--- config.mk ---
export PLATFORM = sky130hd
export DESIGN_NAME = http_chunked_decoder
export DESIGN_NICKNAME = d
export VERILOG_FILES = /design/src/rtl/hcd_pkg.sv /design/src/rtl/hcd_parse.sv /design/src/rtl/http_chunked_decoder.sv
export SDC_FILE = /design/constraint.sdc
export NUM_CORES = 1
export LEC_CHECK = 0
export ABC_CLOCK_PERIOD_IN_PS = 6000
export BUFFER_PORTS_ARGS = -buffer_cell sky130_fd_sc_hd__buf_2
export CAP_MARGIN = 10
export CORE_MARGIN = 8
export CORE_UTILIZATION = 50
export DETAILED_ROUTE_END_ITERATION = 16
export PLACE_DENSITY = 0.79
export SLEW_MARGIN = 5
export SYNTH_ARGS = -nofsm -noshare
export SYNTH_HDL_FRONTEND = slang
export SYNTH_HIERARCHICAL = 1
export SYNTH_SLANG_ARGS = --single-unit
export TNS_END_PERCENT = 50
--- constraint.sdc ---
create_clock -name clock -period 6 [get_ports clock]
set_clock_uncertainty 0.2 [all_clocks]
set_input_delay 0 -clock clock [delete_from_list [all_inputs] [get_ports clock]]
set_output_delay 0 -clock clock [all_outputs]
set_load 0.05 [all_outputs]
--- src/rtl/hcd_pkg.sv ---
`timescale 1ns / 1ps
package hcd_pkg;

   localparam int LEN_BITS = 24;
   localparam int COUNT_BITS = 24;
   localparam logic [COUNT_BITS-1:0] COUNT_MAX = {COUNT_BITS{1'b1}};
   localparam logic [7:0] CH_CR = 8'h0D;
   localparam logic [7:0] CH_LF = 8'h0A;
   localparam int RSP_DATA_BITS = 40;

   typedef enum logic [2:0] {
      PH_SIZE    = 3'd0,
      PH_DATA    = 3'd1,
      PH_DATA_CR = 3'd2,
      PH_DATA_LF = 3'd3,
      PH_DONE    = 3'd4,
      PH_FAULT   = 3'd5
   } phase_type;

   typedef enum logic [2:0] {
      FLT_NONE         = 3'd0,
      FLT_UNTERMINATED = 3'd1,
      FLT_EMPTY_LINE   = 3'd2,
      FLT_NO_HEX       = 3'd3,
      FLT_SHORT_DATA   = 3'd4,
      FLT_NO_CRLF      = 3'd5,
      FLT_SIZE_WIDE    = 3'd6
   } fault_type;

   typedef struct packed {
      phase_type             phase;
      logic                  cr_pending;
      logic                  line_has_content;
      logic                  hex_stopped;
      logic                  hex_seen;
      logic                  size_overflow;
      logic [LEN_BITS-1:0]   chunk_remaining;
      logic [COUNT_BITS-1:0] payload_count;
      fault_type             sticky_fault;
   } parse_state_type;

   typedef struct packed {
      logic                  payload_valid;
      logic [7:0]            payload_byte;
      logic                  body_end;
      logic                  decode_ok;
      fault_type             fault_code;
      logic [COUNT_BITS-1:0] decoded_length;
   } parse_result_type;

   localparam parse_state_type STATE_RESET = '{
      phase: PH_SIZE, cr_pending: 1'b0, line_has_content: 1'b0, hex_stopped: 1'b0,
      hex_seen: 1'b0, size_overflow: 1'b0, chunk_remaining: '0, payload_count: '0,
      sticky_fault: FLT_NONE};

   // bit 4 set when the byte is a hex digit, low nibble holds its value
   function automatic logic [4:0] hex_value(input logic [7:0] b);
      logic [4:0] r;
      r = 5'd0;
      if (b >= 8'h30 && b <= 8'h39) r = {1'b1, 4'(b - 8'h30)};
      else if (b >= 8'h41 && b <= 8'h46) r = {1'b1, 4'(b - 8'h37)};
      else if (b >= 8'h61 && b <= 8'h66) r = {1'b1, 4'(b - 8'h57)};
      return r;
   endfunction

endpackage

--- src/rtl/hcd_parse.sv ---
`timescale 1ns / 1ps
module hcd_parse import hcd_pkg::*; (
   input  parse_state_type  cur_state,
   input  logic [7:0]       body_byte,
   input  logic             final_byte,
   output parse_state_type  next_state,
   output parse_result_type result
);

   parse_state_type s;
   logic [4:0]      hv;
   logic            closed_after_data;
   fault_type       code;

   assign hv = hex_value(body_byte);

   always_comb begin
      s = cur_state;
      closed_after_data = 1'b0;
      result = '0;
      code = FLT_NONE;
      case (cur_state.phase)
         PH_SIZE: begin
            if (cur_state.cr_pending && body_byte == CH_LF) begin
               // line end checks
               if (!cur_state.line_has_content) begin
                  s = STATE_RESET;
                  s.payload_count = cur_state.payload_count;
                  s.sticky_fault = FLT_EMPTY_LINE;
                  s.phase = PH_FAULT;
               end else if (!cur_state.hex_seen) begin
                  s = STATE_RESET;
                  s.payload_count = cur_state.payload_count;
                  s.sticky_fault = FLT_NO_HEX;
                  s.phase = PH_FAULT;
               end else if (cur_state.size_overflow) begin
                  s = STATE_RESET;
                  s.payload_count = cur_state.payload_count;
                  s.sticky_fault = FLT_SIZE_WIDE;
                  s.phase = PH_FAULT;
               end else begin
                  s.phase = (cur_state.chunk_remaining == '0) ? PH_DONE : PH_DATA;
                  s.cr_pending = 1'b0;
                  s.line_has_content = 1'b0;
                  s.hex_stopped = 1'b0;
                  s.hex_seen = 1'b0;
                  s.size_overflow = 1'b0;
               end
            end else begin
               // a lone cr is non-hex line content
               if (cur_state.cr_pending) begin
                  s.line_has_content = 1'b1;
                  s.hex_stopped = 1'b1;
                  s.cr_pending = 1'b0;
               end
               if (body_byte == CH_CR) begin
                  s.cr_pending = 1'b1;
               end else begin
                  s.line_has_content = 1'b1;
                  if (s.hex_stopped || !hv[4]) begin
                     s.hex_stopped = 1'b1;
                  end else begin
                     s.hex_seen = 1'b1;
                     if (!s.size_overflow) begin
                        if (s.chunk_remaining[LEN_BITS-1 -: 4] != 4'd0) begin
                           s.size_overflow = 1'b1;
                        end else begin
                           s.chunk_remaining = {s.chunk_remaining[LEN_BITS-5:0], hv[3:0]};
                        end
                     end
                  end
               end
            end
         end
         PH_DATA: begin
            result.payload_valid = 1'b1;
            result.payload_byte = body_byte;
            if (cur_state.payload_count != COUNT_MAX) begin
               s.payload_count = cur_state.payload_count + 1'b1;
            end
            if (cur_state.chunk_remaining != '0) begin
               s.chunk_remaining = cur_state.chunk_remaining - 1'b1;
            end
            if (s.chunk_remaining == '0) s.phase = PH_DATA_CR;
         end
         PH_DATA_CR: begin
            if (body_byte == CH_CR) begin
               s.phase = PH_DATA_LF;
            end else begin
               s.sticky_fault = FLT_NO_CRLF;
               s.phase = PH_FAULT;
            end
         end
         PH_DATA_LF: begin
            if (body_byte == CH_LF) begin
               s = STATE_RESET;
               s.payload_count = cur_state.payload_count;
               s.sticky_fault = cur_state.sticky_fault;
               closed_after_data = 1'b1;
            end else begin
               s.sticky_fault = FLT_NO_CRLF;
               s.phase = PH_FAULT;
            end
         end
         PH_DONE, PH_FAULT: begin
         end
         default: begin
            s = STATE_RESET;
            s.payload_count = cur_state.payload_count;
            s.sticky_fault = cur_state.sticky_fault;
         end
      endcase

      if (final_byte) begin
         if (s.sticky_fault != FLT_NONE) code = s.sticky_fault;
         else if (s.phase == PH_DONE || closed_after_data) code = FLT_NONE;
         else if (s.phase == PH_SIZE) code = FLT_UNTERMINATED;
         else if (s.phase == PH_DATA) code = FLT_SHORT_DATA;
         else code = FLT_NO_CRLF;
      end

      result.body_end = final_byte;
      result.decode_ok = final_byte && (code == FLT_NONE);
      result.fault_code = code;
      result.decoded_length = s.payload_count;

      next_state = final_byte ? STATE_RESET : s;
   end

endmodule

--- src/rtl/http_chunked_decoder.sv ---
`timescale 1ns / 1ps
// channel | dir | tdata                              | tuser         | tlast
// req     | in  | body_byte[7:0]                     | -             | final_byte
// rsp     | out | payload_byte, ok, fault, length    | payload_valid | body_end
//
// one byte per cycle sustained while rsp is not stalled; an accepted item waits
// in the input register; as it leaves, the parser result is loaded into the
// result register, which drives rsp. the parser state
// updates as the item leaves the input register. reset clears the parser and
// both valid flags. a stalled rsp holds its item and the input register fills
// before req_tready drops.
module http_chunked_decoder import hcd_pkg::*; (
   input  logic                     clock,
   input  logic                     reset,
   input  logic                     req_tvalid,
   output logic                     req_tready,
   input  logic [7:0]               req_tdata,   // body_byte[7:0]
   input  logic                     req_tlast,
   output logic                     rsp_tvalid,
   input  logic                     rsp_tready,
   // payload_byte[7:0], decode_ok[8], fault_code[11:9], decoded_length[35:12], zero[39:36]
   output logic [RSP_DATA_BITS-1:0] rsp_tdata,
   output logic                     rsp_tuser,   // payload_valid[0]
   output logic                     rsp_tlast
);

   logic             in_valid_ff, in_valid_in;
   logic [7:0]       in_byte_ff;
   logic             in_last_ff;
   parse_state_type  state_ff, state_in;
   logic             out_valid_ff, out_valid_in;
   parse_result_type out_res_ff;
   parse_result_type res;
   logic             advance;
   logic             out_free;

   hcd_parse u_parse (
      .cur_state  (state_ff),
      .body_byte  (in_byte_ff),
      .final_byte (in_last_ff),
      .next_state (state_in),
      .result     (res)
   );

   assign out_free = !out_valid_ff || rsp_tready;
   assign advance = in_valid_ff && out_free;
   assign req_tready = !in_valid_ff || advance;
   assign in_valid_in = (req_tvalid && req_tready) || (in_valid_ff && !advance);
   assign out_valid_in = advance || (out_valid_ff && !rsp_tready);

   always_ff @(posedge clock) begin
      if (reset) begin
         in_valid_ff <= 1'b0;
         out_valid_ff <= 1'b0;
         state_ff <= STATE_RESET;
      end else begin
         in_valid_ff <= in_valid_in;
         out_valid_ff <= out_valid_in;
         if (advance) state_ff <= state_in;
      end
   end

   always_ff @(posedge clock) begin
      if (req_tvalid && req_tready) begin
         in_byte_ff <= req_tdata;
         in_last_ff <= req_tlast;
      end
      if (advance) out_res_ff <= res;
   end

   assign rsp_tvalid = out_valid_ff;
   assign rsp_tuser = out_res_ff.payload_valid;
   assign rsp_tlast = out_res_ff.body_end;
   assign rsp_tdata = {4'd0, out_res_ff.decoded_length, out_res_ff.fault_code,
                       out_res_ff.decode_ok, out_res_ff.payload_byte};

endmodule
==> results.yml, run 1 <==
logic_synthesis:
  yosysWarnings: 6
  yosys.area.top_type: "edfxtp_1"
  synth_edf_count: 47
  synth_flop_cell: "dfxtp_1"
  ys_ff_latch: 108
  netlist.area_leader.share_pct: 19.1
  ys_top_cells_by_count: "nand2b_1, dfxtp_1, mux2i_1"
  async_flop_share_pct: 0
  synth_most_common_cell: "nand2b_1"
  synth_cell_types: 79
  synth_area_leaders: "edfxtp_1, dfxtp_1, nand2b_1, mux2i_1, a21oi_1"
  ys_seq_area_share_pct: 35.6
  syn_area_um2: 7400
  netlist_instances: 841
  syn_area_per_cell_um2: 8.80
cts:
  clkLatencyLatePin_ps: 360
  cts_num_sinks: 108
  path_clk_slew_ps: 70
  htreeDepth: 3
  cts_tree: "built"
  ctsLongestPathBuffers: 2
  root_buffer: "clkbuf_16"
  cts_resized: 0
  numCtsBuffers: 9
global_route:
  grt.overflow.total: 0
  grt_pass1_wl_mm: 29.5
  grt_use_total_pct: 19.1
  busiest_layer: "met2"
  antenna_found_initial: 0
  use_met3_pct: 4.23
  met1_usage_pct: 24.9
  gr-usage-met2_pct: 30.5
  grt_pass1_vias: 5903
  grt_max_degree: 121
finish:
  final_nets: 883
  drive_above_1_share_pct: 11.6
  stdcell_area_um2: 7980
  area_delta_synth_final_pct: 7.85
  n_antenna_cell: 0
  fillCellCount: 1317
worst_setup_path:
  worstSetupPathType: "reg2reg"
  cp-startpoint: "state_ff[39]$_SDFFE_PP0P_"
  path_max_fanout: 12
  rr_startpoint: "state_ff[39]$_SDFFE_PP0P_"
  crit_arrival_ps: 3700
  cpMostUsedCell: "or4_4"
  max_stage_delay_ps: 790
  ff2ff_setup_slack_ps: 2320
  end_kind: "flip-flop"
  crit_required_ps: 6020
  cp_cell_sequence: "or4_4 > or4_4 > or4_1 > nand2_2 > xor2_2 > nand4_1 > o21a_1 > nand2b_1 > mux2i_1"
  worstSetupStartpointType: "flip-flop"
  r2r_cells: 9
  reg2reg_to: "state_ff[56]$_SDFFE_PP0P_"
  cp_slowest_cell: "or4_1"
min_path:
  holdPathEnd: "rsp_tvalid$_SDFF_PP0_"
  hold_depth: 3
  worstHoldStart: "reset"
  min_path_type: "in2reg"
timing:
  finalCriticalPeriod_ps: 3680
  fin_tns_setup_ps: 0
  relSlewSlack_pct: 35.4
  finalHoldViolCount: 0
  clock.fmax_mhz: 272
  tightest_slew_ps: 966
  rsz0062_at_grt: "false"
  setup_viol: 0
  fin_crit_sh_pct: 61.3
  slew_violations: 0
die:
  die-area_um2: 18900
  coreArea_um2: 14500
  fp.dieH_um: 138
  die_w_um: 138
  io_pins: 57
  num_rows: 44
  start_util_pct: 51.1
power_and_ir_drop:
  ir_worst_vdd_mv: 0.165
  leakage_nw: 2.80
  internal-power_mw: 1.13
  pwr-share-comb_pct: 10.6
  pwr-share-clk_pct: 37.8
  power.share.switching_pct: 26.4
  finalPower_mw: 1.54
  power.share.sequential_pct: 51.5
  p_per_area_nw_per_um2: 193
  p_sw_mw: 0.406
run_status:
  outcome: "complete, no violations"
place:
  dpl_cell_area_um2: 7580
  place_congestion: 0.998
  io_buffers: 52
  dpl.hpwl_mm: 11.6
routing:
  vias: 6292
  postRouteAntennaNets: 0
  viasPerCell: 5.98
  drt-total-wl_mm: 17.8
  detail_route.first_pass.iterations: 7
  first_iter_violations: 570
  wl_per_cell_um: 16.9
  drc: 0
run:
  maxCapViolCount: 0
[power groups by stage]
stage | combinational [mW] | sequential (mW) | clock [mW]
after global routing | 0.173 | 0.794 | 0.620
after detailed placement | 0.157 | 0.809 | 0
after floorplan | 0.0920 | 0.846 | 0
after CTS | 0.163 | 0.792 | 0.591
final | 0.163 | 0.792 | 0.581
after global placement | 0.155 | 0.808 | 0
[worst max-delay path, delay by kind of cell (launching register included)]
kind            cells  cell delay (ps)
flops               1              430
simple gates        6             2440
compound gates      1              230
xor+xnor            1              170
mux                 1               60
[layout by cell type, fill, tap and decap left out, drive strengths merged, types with 4 or more instances in the layout]
cell type	instances
nor4	16
nor2	41
xnor2	21
conb	4
nand4	18
a21oi	48
xor2	7
o21a	8
dfxtp	61
a22oi	4
nand3	35
a32oi	4
a31oi	10
a211oi	7
o21ai	28
ha	7
nor3b	4
a2111oi	4
clkbuf	11
and2	8
o211ai	6
edfxtp	47
or3	8
dlygate4sd3	12
and4	7
or4	8
a21o	12
and3	6
inv	16
buf	62
nand2	59
mux2i	61
nand2b	121
nor2b	31
nor3	22
[how the worst max path moves through the flow]
stage                                      to  slack (ps)
floorplan           state_ff[57]$_SDFFE_PP0P_        2850
global placement      rsp_tdata[11]$_DFFE_PP_        2490
detailed placement  state_ff[56]$_SDFFE_PP0P_        2370
CTS                 state_ff[56]$_SDFFE_PP0P_        2350
global route        state_ff[11]$_SDFFE_PP0P_        2140
finish              state_ff[56]$_SDFFE_PP0P_        2320
[cell type report]
| class | instances | area [µm²] | area share [%] |
|---|---|---|---|
| Clock inverter | 5 | 36.3 | 0.455 |
| Clock buffer | 11 | 243 | 3.04 |
| Tap cell | 184 | 230 | 2.89 |
| Multi-Input combinational cell | 656 | 4330 | 54.3 |
| Timing Repair Buffer | 74 | 455 | 5.71 |
| Inverter | 14 | 52.6 | 0.659 |
| Sequential cell | 108 | 2630 | 33.0 |
[per-stage QoR]
stage          instances  utilization [%]  hold slack (ps)  setup slack [ps]
2_1_floorplan        844                -             -101              2850
3_3_place_gp        1024             52.4            -23.3              2490
3_5_place_dp        1024             52.4            -21.1              2370
4_1_cts             1052             55.1              134              2350
5_1_grt             1052             55.1              147              2140
6_report            1052             55.1              101              2320
[metal layers]
metal	vias to the layer above	part of all wire (%)
li1	3055	-
met1	2953	44
met2	239	47
met3	45	6.8
met4	0	2.5
met5	-	0
[kinds of logic (layout without fill, tap and decap cells)]
family | count (synthesis) | count (layout) | share of synthesized area (%)
XOR/XNOR | 28 | 28 | 3.42
buffers and inverters | 80 | 104 | 6.19
other | 1 | 4 | 0.0507
flip-flops | 108 | 108 | 35.6
adder cells (fa/ha/maj) | 7 | 7 | 1.18
multiplexers | 63 | 63 | 8.56
AND/OR/NAND/NOR | 403 | 403 | 31.5
AO/OA/AOI/OAI | 151 | 151 | 13.5
[registers in the layout, indices dropped and copies added, names as in the netlist]
register     cells
rsp_tdata       36
in_last_ff       1
state_ff        59
rsp_tlast        1
rsp_tvalid       1
in_valid_ff      1
in_byte_ff       8
rsp_tuser        1
[what timing repair did]
| item | in CTS | in global routing |
|---|---|---|
| hold endpoints to repair | 20 | 0 |
| setup buffers | 0 | 0 |
| hold buffers | 12 | 0 |
Power figures use the tool's default switching activity.
==> inputs of run 2 (changes only) <==
--- a/config.mk
+++ b/config.mk
@@ -5,13 +5,14 @@
 export SDC_FILE = /design/constraint.sdc
 export NUM_CORES = 1
 export LEC_CHECK = 0
-export ABC_CLOCK_PERIOD_IN_PS = 6000
+export ABC_AREA = 1
+export ABC_CLOCK_PERIOD_IN_PS = 3200
 export BUFFER_PORTS_ARGS = -buffer_cell sky130_fd_sc_hd__buf_2
 export CAP_MARGIN = 10
 export CORE_MARGIN = 8
 export CORE_UTILIZATION = 50
 export DETAILED_ROUTE_END_ITERATION = 16
-export PLACE_DENSITY = 0.79
+export PLACE_DENSITY = 0.82
 export SLEW_MARGIN = 5
 export SYNTH_ARGS = -nofsm -noshare
 export SYNTH_HDL_FRONTEND = slang
==> constraint.sdc (replaced) <==
create_clock -name clock -period 3.2 [get_ports clock]
set_clock_uncertainty 0.2 [all_clocks]
set_input_delay 0 -clock clock [delete_from_list [all_inputs] [get_ports clock]]
set_output_delay 0 -clock clock [all_outputs]
set_load 0.05 [all_outputs]
==> run 2 against run 1 <==
Synthesized area is 6.9% higher. Via count increased by 30%. Total power rose to 2.6 times the previous value. Critical endpoint is now state_ff[44]$_SDFFE_PP0P_. Largest cell class unchanged.
==> results.yml, run 2 <==
finish:
  area_delta_synth_final_pct: 9.89
  drive_above_1_share_pct: 10.3
  final_cell_mix: "nand2_1, inv_1, nor2_1"
  n_antenna_cell: 0
  multi_input_area_um2: 4190
  final_common_cell: "nand2_1"
  fillCellCount: 1505
  final_nets: 1282
  register_area_um2: 2640
  largest_reg_flops: 59
  fin_util_pct: 55.5
  top_register: "state_ff"
cts:
  numCtsBuffers: 9
  cts_num_sinks: 108
  clkLatencyLatePin_ps: 360
  htreeDepth: 3
  path_clk_slew_ps: 70
  root_buffer: "clkbuf_16"
  cts_tree: "built"
  ctsLongestPathBuffers: 2
logic_synthesis:
  netlist.area_leader.share_pct: 17.8
  synth_cell_types: 45
  yosys.area.top_type: "edfxtp_1"
  synth_flop_cell: "dfxtp_1"
  syn_area_per_cell_um2: 6.45
  ys_ff_latch: 108
  netlist_instances: 1226
  ys_seq_area_share_pct: 33.3
  async_flop_share_pct: 0
  yosysWarnings: 6
  synth_edf_count: 47
  synth_most_common_cell: "nand2_1"
  synth_area_leaders: "edfxtp_1, dfxtp_1, nand2_1, inv_1, nor2_1"
  syn_area_um2: 7910
  ys_top_cells_by_count: "nand2_1, inv_1, nor2_1"
timing:
  slew_violations: 0
  tightest_slew_ps: 1110
  rsz0062_at_grt: "false"
  finalHoldViolCount: 0
  relSlewSlack_pct: 25.8
  clock.fmax_mhz: 340
  fin_tns_setup_ps: 0
  finalCriticalPeriod_ps: 2940
  setup_viol: 0
  fin_crit_sh_pct: 92.0
routing:
  dr_wl_met3_mm: 1.42
  topRoutingLayerUsed: "met4"
  wl_met2_mm: 9.91
  viasPerCell: 5.51
  drt-total-wl_mm: 21.2
  wl_per_cell_um: 14.3
  postRouteAntennaNets: 0
  drc: 0
  wl_met1_mm: 9.17
  detail_route.first_pass.iterations: 5
  vias: 8169
  first_iter_violations: 741
power_and_ir_drop:
  pwr-share-comb_pct: 29.6
  p_sw_mw: 1.42
  pwr-share-clk_pct: 29.2
  leakage_nw: 3.75
  power.share.switching_pct: 35.9
  power.share.sequential_pct: 41.2
  internal-power_mw: 2.54
  p_per_area_nw_per_um2: 456
  ir_worst_vdd_mv: 0.304
global_route:
  grt_max_degree: 95
  grt.overflow.total: 0
  antenna_found_initial: 0
  grt_pass1_wl_mm: 35.1
  grt_use_total_pct: 21.0
  grt_pass1_vias: 7443
min_path:
  hold_depth: 2
  worstHoldStart: "req_tdata[4]"
  holdPathEnd: "in_byte_ff[4]$_DFFE_PP_"
  min_path_type: "in2reg"
die:
  fp.dieH_um: 142
  coreArea_um2: 15700
  num_rows: 46
  start_util_pct: 50.5
  die_w_um: 142
  die-area_um2: 20100
  io_pins: 57
place:
  dpl.hpwl_mm: 14.2
  place_congestion: 1.00
  io_buffers: 52
worst_setup_path:
  worstSetupPathType: "reg2reg"
  max_stage_delay_ps: 450
  path_max_fanout: 38
  r2r_cells: 17
  rr_startpoint: "in_byte_ff[0]$_DFFE_PP_"
  cp-startpoint: "in_byte_ff[0]$_DFFE_PP_"
  end_kind: "flip-flop"
  reg2reg_to: "state_ff[44]$_SDFFE_PP0P_"
  cp_slowest_cell: "edfxtp_1"
  ff2ff_setup_slack_ps: 260
  crit_required_ps: 3300
  worstSetupStartpointType: "flip-flop"
  crit_arrival_ps: 3040
  cp_cell_sequence: "inv_1 > ha_1 > nor3_1 > nor3_2 > inv_2 > o21ai_1 > nand2_2 > nor2_4 > inv_4 > a21oi_1 > o21ai_0 > nand3_1 > a31oi_1 > inv_1 > nand3_1 > nand2_1 > nor2_1"
run_status:
  outcome: "complete, no violations"
run:
  maxCapViolCount: 0
run 2: cells by family (layout without fill, tap and decap cells):
group | Yosys count | in the layout | synth area share, %
adders and majority gates | 7 | 7 | 1.11
other | 1 | 4 | 0.0474
xor gates and xnor gates | 7 | 7 | 0.775
DFF | 108 | 108 | 33.3
AOI/OAI and AO/OA | 249 | 249 | 17.5
buffers and inverters | 258 | 296 | 14.3
and+or+nand+nor | 596 | 596 | 33.0
run 2: cell type report:
class,count,area share (%)
Clock inverter,5,0.691
Tap cell,216,3.11
Multi-Input combinational cell,863,48.2
Inverter,193,8.36
Timing Repair Buffer,87,6.51
Sequential cell,108,30.3
Clock buffer,11,2.79
run 2: through the flow:
stage / hold WS, ps / cell area [µm²] / power [mW] / instances / worst slack (ps)
after floorplan: -131 / 7920 / 2.54 / 1229 / 623
after global placement: -22.4 / 8240 / 2.78 / 1453 / 313
after detailed placement: -20.5 / 8240 / 2.79 / 1453 / 267
after CTS: 136 / 8660 / 3.97 / 1481 / 162
after global routing: 146 / 8690 / 4.18 / 1483 / 29.4
final: 149 / 8690 / 3.96 / 1483 / 256
run 2: what timing repair did:
item,CTS,global route
buffers inserted,0,2
setup endpoints to repair,0,21
hold buffers,12,0
endpoints found under the hold margin,20,0
gates resized for setup,0,5
run 2: worst max-delay path by stage:
| stage | slack [ps] | cells past startpoint | endpoint |
|---|---|---|---|
| floorplan | 620 | 19 | state_ff[35]$_SDFFE_PP0P_ |
| global placement | 310 | 17 | state_ff[28]$_SDFFE_PP0P_ |
| detailed placement | 270 | 17 | state_ff[46]$_SDFFE_PP0P_ |
| CTS | 160 | 17 | state_ff[28]$_SDFFE_PP0P_ |
| global route | 30 | 17 | state_ff[28]$_SDFFE_PP0P_ |
| finish | 260 | 17 | state_ff[44]$_SDFFE_PP0P_ |
run 2: worst max-delay path: cells and delay by family (launching register included):
family	cells	cell delay, ps
buffers and inverters	4	540
and+or+nand+nor	8	940
AOI/OAI and AO/OA	4	510
DFF	1	450
adders and majority gates	1	230
run 2: routing by layer:
metal / track usage, % / vias up
met2: 35.3 / 317
met4: 10.3 / 0
met5: 0 / -
met3: 3.66 / 58
li1: - / 4088
met1: 25.6 / 3706
run 2: power by group through the flow:
stage          logic, mW  clock network [mW]  registers [mW]
2_1_floorplan      0.802                   0            1.74
4_1_cts             1.15                1.19            1.63
5_1_grt             1.30                1.23            1.64
3_3_place_gp        1.12                   0            1.66
6_report            1.17                1.15            1.63
3_5_place_dp        1.13                   0            1.66
